--- src/sv/rcp_pkg.sv ---
// Shared definitions for the rectangle canvas painter.
// Holds request, status and register codes, the rectangle bounds type and the side clamp.
// No dependencies.
package rcp_pkg;

	// Default canvas side in cells.
	localparam int unsigned MAX_SIDE_DEF = 256;

	// Width of the signed fixed-point coordinates used in the coverage compare.
	localparam int unsigned COORD_W = 20;

	// Width of a clamped canvas side (holds up to 1024).
	localparam int unsigned SIDE_W = 11;

	// One unit in fixed point with 8 fraction bits.
	localparam int FRAC_ONE = 256;

	// Request codes.
	localparam logic [1:0] REQ_CLEAR = 2'd0;
	localparam logic [1:0] REQ_DRAW  = 2'd1;
	localparam logic [1:0] REQ_READ  = 2'd2;

	// Status codes.
	localparam logic [1:0] STS_OK         = 2'd0;
	localparam logic [1:0] STS_REJECT     = 2'd1;
	localparam logic [1:0] STS_OFF_CANVAS = 2'd2;

	// Rectangle kind bytes.
	localparam logic [7:0] KIND_FILLED  = 8'h52;
	localparam logic [7:0] KIND_OUTLINE = 8'h72;

	// Configuration register indexes.
	localparam logic [1:0] REG_WIDTH  = 2'd0;
	localparam logic [1:0] REG_HEIGHT = 2'd1;
	localparam logic [1:0] REG_BGCHAR = 2'd2;

	// Rectangle edges and inner edges (one unit inside), plus the fill flag.
	typedef struct packed {
		logic signed [COORD_W-1:0] left;
		logic signed [COORD_W-1:0] right;
		logic signed [COORD_W-1:0] top;
		logic signed [COORD_W-1:0] bottom;
		logic signed [COORD_W-1:0] left_in;
		logic signed [COORD_W-1:0] right_in;
		logic signed [COORD_W-1:0] top_in;
		logic signed [COORD_W-1:0] bottom_in;
		logic                      filled;
	} bounds_t;

	// A side of zero counts as one, a side beyond the canvas counts as the full side.
	function automatic logic [SIDE_W-1:0] clamp_side(input logic [8:0] v,
			input int unsigned max_side);
		logic [SIDE_W-1:0] ext;
		logic [SIDE_W-1:0] lim;
		ext = SIDE_W'(v);
		lim = SIDE_W'(max_side);
		if (v == 9'd0) begin
			return SIDE_W'(1);
		end else if (ext > lim) begin
			return lim;
		end
		return ext;
	endfunction

endpackage

--- src/sv/rcp_cover.sv ---
// Coverage compare unit of the rectangle canvas painter.
// Decides whether the cell under the sweep lies in the rectangle or its outline band.
// Depends on rcp_pkg.
module rcp_cover import rcp_pkg::*; #(
	parameter int unsigned CW = 8
) (
	input  logic [CW-1:0] col,
	input  logic [CW-1:0] row,
	input  bounds_t       bounds,
	output logic          hit
);

	logic signed [COORD_W-1:0] px;
	logic signed [COORD_W-1:0] py;
	logic                      in_rect;
	logic                      near_edge;

	// Cell position in fixed point.
	assign px = $signed(COORD_W'({col, 8'h00}));
	assign py = $signed(COORD_W'({row, 8'h00}));

	// Closed rectangle test and the band less than one unit from an edge.
	assign in_rect = (px >= bounds.left) && (px <= bounds.right) &&
		(py >= bounds.top) && (py <= bounds.bottom);
	assign near_edge = (px < bounds.left_in) || (px > bounds.right_in) ||
		(py < bounds.top_in) || (py > bounds.bottom_in);

	assign hit = in_rect && (bounds.filled || near_edge);

endmodule

--- config.mk ---
export PLATFORM = sky130hd
export DESIGN_NAME = rcp_cover
export DESIGN_NICKNAME = d
export VERILOG_FILES = /design/src/sv/rcp_pkg.sv /design/src/sv/rcp_cover.sv
export SDC_FILE = /design/constraint.sdc
export NUM_CORES = 1
export LEC_CHECK = 0
export ABC_CLOCK_PERIOD_IN_PS = 6150
export BUFFER_PORTS_ARGS = -buffer_cell sky130_fd_sc_hd__buf_2
export CAP_MARGIN = 5
export CORE_ASPECT_RATIO = 1.75
export CORE_MARGIN = 3
export CORE_UTILIZATION = 42
export DETAILED_ROUTE_END_ITERATION = 12
export GPL_ROUTABILITY_DRIVEN = 0
export MAX_ROUTING_LAYER = met4
export PLACE_DENSITY = 0.91
export RECOVER_POWER = 100
export SYNTH_ARGS = -nofsm -noshare
export SYNTH_HDL_FRONTEND = slang
export SYNTH_SLANG_ARGS = --single-unit
--- constraint.sdc ---
create_clock -name vclk -period 6.15
set_clock_uncertainty 0.05 [all_clocks]
set_input_delay 1.23 -clock vclk [all_inputs]
set_output_delay 1.23 -clock vclk [all_outputs]
set_load 0.02 [all_outputs]
# == After elaboration in Yosys (flattened, before gate mapping) ==
# Cells that the tools add are included.
# totals
regBits,0
output_inout_bits,1
word_cells,16
# classes
magnitude_cmp,8
reduce_logical,8
# ops
cell,n
greater-or-equal comparator 17 x 20 -> 1 bit,2
greater-than comparator 17 x 20 -> 1 bit,2
<= comparator 17 x 20 -> 1 bit,2
less-than comparator 17 x 20 -> 1 bit,2
logical AND 1 bit,4
logical OR 1 bit,4

# == Logic depth before layout (Yosys ltp) ==
# logic_depth
ltp_word,6
depth_mapped,8

# == Worst setup path before layout ==
# Ideal clock, no wire load.
# synth_timing
kind,input to output
from,in bounds[89] (netlist name)
to,out hit
arrival_time_ns,2.822
path_slack_ns,2.048
cell_stages,8
path_buffers,0
path_cell_list,inv_1 > ha_1 > or4b_1 > nor4_1 > nor4_1 > nor2_1 > o21ai_1 > nor4_2
# synth_between
elab_chain_len,3
# synth_lines
item,line_no,source
"start, declared",rcp_cover.sv:9,"input bounds_t bounds,"
<= comparator 17 x 20 -> 1 bit,rcp_cover.sv:24,(py >= bounds.top) && (py <= bounds.bottom);
logical AND 1 bit,rcp_cover.sv:24,
logical AND 1 bit,rcp_cover.sv:28,assign hit = in_rect && (bounds.filled || near_edge);
"end, declared",rcp_cover.sv:10,output logic hit
# No other way between the ends.

# == Worst setup path in the final report ==
# layout_timing
from,in row[0]
to,out hit
# layout_between
elab_chain_len,5
# layout_lines
item,line_no,source
"start, declared",rcp_cover.sv:8,"input logic [CW-1:0] row,"
less-than comparator 17 x 20 -> 1 bit,rcp_cover.sv:26,(py < bounds.top_in) || (py > bounds.bottom_in);
logical OR 1 bit,rcp_cover.sv:25,assign near_edge = (px < bounds.left_in) || (px > bounds.right_in) ||
logical OR 1 bit,rcp_cover.sv:26,
logical OR 1 bit,rcp_cover.sv:28,
logical AND 1 bit (*),rcp_cover.sv:28,
# Every way passes the cells marked *; elsewhere a longest branch is shown, timed or not.

==> run_results.csv <==
group,metric,value,unit
die,die_y,93.3,um
run_status,status,"completed",
setup_path,start_kind,"primary input",
grt,grt_pass1_vias,2688,
layout,final_common_cell,"buf_2",
setup_path,end_kind,"primary output",
setup_path,cp_slowest_stage_delay,0.42,ns
layout,diodes,0,
hold_path,hold_path_depth,5,
setup_path,critPathKind,"primary input to primary output",
timing,setup_viol,0,
timing,rsz0062_at_grt,"no",
pwr,power_density,56.9,nW/um^2
routing,postRouteAntennaNets,0,
setup_path,crit_path_frequent_cell,"nor4_1",
routing,dr_total_vias,2564,
synth,yosysWarnings,0,
setup_path,path_buf_inv,2,
synth,netlist_area,1830,sq um
timing,tightestPinTransition,0.358,ns
clocking,cts_resized,0,
synth,synth_cell_type_count,30,
setup_path,critPathRequiredTime,4.87,ns
die,ioPinCount,178,
setup_path,worst_ep_arrival_time,3.15,ns
grt,antenna_found_initial,0,
grt,grt_max_degree,5,
pwr,switching_power,0.0000745,W
layout,stdcell_area,2780,sq um
timing,period_needed,4.43,ns
layout,seq_cells,0,
synth,synthTopCellsByArea,"ha_1 (44%), inv_1 (13%), a21oi_1 (6.3%)",
synth,ys_seq_area_share,0,%
synth,syn_inst,258,
layout,mostFrequentLayoutCells,"buf_2 (177), inv_1 (64), ha_1 (64)",
grt,track_usage,25.1,%
routing,first_iter_violations,45,
layout,drive_gt1_share,41.1,%
layout,stdcell_count,485,
place,post-dp-hpwl,6230,um
pwr,seqPwrFrac,0,%
pwr,p_clk_share,0,%
timing,hold_viol,0,
synth,post_synth.cell_area_avg,7.09,sq um
layout,seq_area,0,sq um
timing,period_share,72.0,%
grt,grt_overflow,0,
job,drv_cap,0,
timing,max_slew_margin,76.0,%
setup_path,worstPathCellList,"buf_2, ha_1, or4b_1, nor4_1, nor4_1, nor2_1, o21ai_1, nor4_2, clkbuf_1",
pwr,ir_worst_vdd,0.0368,mV
pwr,p_int,0.0000838,W
layout,final_net_count,679,
place,io_buffers,178,
hold_path,hp-class,"primary input to primary output",
timing,drv_slew,0,
die,design.core.area,4190,sq um
pwr,netSwitchingFraction,47.1,%
die,start_util,43.7,%
setup_path,critPathMaxFanout,4,
layout,area_growth,51.9,%
hold_path,hold_end,"hit",
routing,drcViolationCount,0,
hold_path,holdCritStartpoint,"bounds[117]",
clocking,post_cts_buffers,0,
synth,synth_top_area_share,43.7,%
pwr,pwr-share-comb,100.0,%
layout,utilization,66.4,%
die,row_count,31,
grt,grt_pass1_wl,10500,um
synth,synth.largest_area_cell,"ha_1",
layout,clkbuf_count,0,
die,die_w,55.9,um
clocking,cts_hold_buf,0,
setup_path,cpMaxStageDelayCell,"or4b_1",
synth,synth_nets,499,
layout,nFillCells,367,
routing,finalWirelength,6580,um
place,place_inst,485,
timing,clock.fmax,226,MHz
place,post_dp_cell_area,2780,sq um
routing,firstDrtPassIters,6,
pwr,p_leak,1.76,nW
setup_path,path_delay_family,"simple AND/OR/NAND/NOR gates",
die,die_area,5220,sq um
routing,via_per_inst,5.29,
routing,routedWlPerCell,13.6,um
timing,tns,0,ns
[synth_stat cells, drive strengths merged (2+ instances only)]
library cell,instances
and4,2
a21o,6
and4b,3
o21ai,17
ha,64
a31oi,6
nor3,6
nand4,6
nor4,14
nand2,11
a211oi,7
inv,64
nor2,6
nor4b,4
nand3,3
or4,5
a21oi,23
[worst max path at each step]
| stage | slack, ns | to | cells past startpoint | startpoint |
|---|---|---|---|---|
| 5_1_grt | 1.52 | hit | 9 | row[0] |
| 6_report | 1.72 | hit | 9 | row[0] |
| 3_5_place_dp | 1.79 | hit | 9 | row[0] |
| 4_1_cts | 1.78 | hit | 9 | row[6] |
| 2_1_floorplan | 2.05 | hit | 8 | bounds[89] |
| 3_3_place_gp | 1.75 | hit | 9 | row[6] |
[metrics by stage]
| step | power [W] | setup slack (ns) | hold slack (ns) |
|---|---|---|---|
| 6_report | 0.000158 | 1.72 | 2.95 |
| 5_1_grt | 0.000183 | 1.52 | 3.00 |
| 4_1_cts | 0.000160 | 1.78 | 2.93 |
| 3_5_place_dp | 0.000159 | 1.79 | 2.93 |
| 3_3_place_gp | 0.000153 | 1.75 | 2.92 |
| 2_1_floorplan | 0.0000754 | 2.05 | 2.62 |
[power groups by stage]
stage / Sequential (W) / Clock [W] / Combinational (W)
2_1_floorplan: 0 / 0 / 0.0000754
4_1_cts: 0 / 0 / 0.000160
6_report: 0 / 0 / 0.000158
3_5_place_dp: 0 / 0 / 0.000159
3_3_place_gp: 0 / 0 / 0.000153
5_1_grt: 0 / 0 / 0.000183
[routing by layer]
layer	vias up	track usage [%]	share of wire [%]
li1	1303	-	-
met4	0	6.73	2.7
met5	-	-	0
met1	1103	19.7	31
met3	14	3.59	9.5
met2	144	56.0	57
[logic make-up (layout without fill, tap and decap cells)]
family,Yosys count,after routing,share of synthesized area (%)
buf+inv,64,242,13.1
fa+ha+maj,64,64,43.7
mux,1,1,0.615
simple gates,67,67,22.9
compound gates,62,62,19.6
[final cells by class]
| type | count | area (sq um) | area share, % |
|---|---|---|---|
| inverter | 64 | 240 | 8.64 |
| multi-input combinational | 194 | 1590 | 57.2 |
| tap | 49 | 61.3 | 2.20 |
| timing repair buffer | 178 | 890 | 32.0 |
[worst min-delay path: stages]
cell and delay, ns:
buf_2 0.09, nor3_1 0.05, a31oi_1 0.16, nor4_2 0.06, clkbuf_1 0.17
Note: power is estimated with default switching activity, not from simulation.
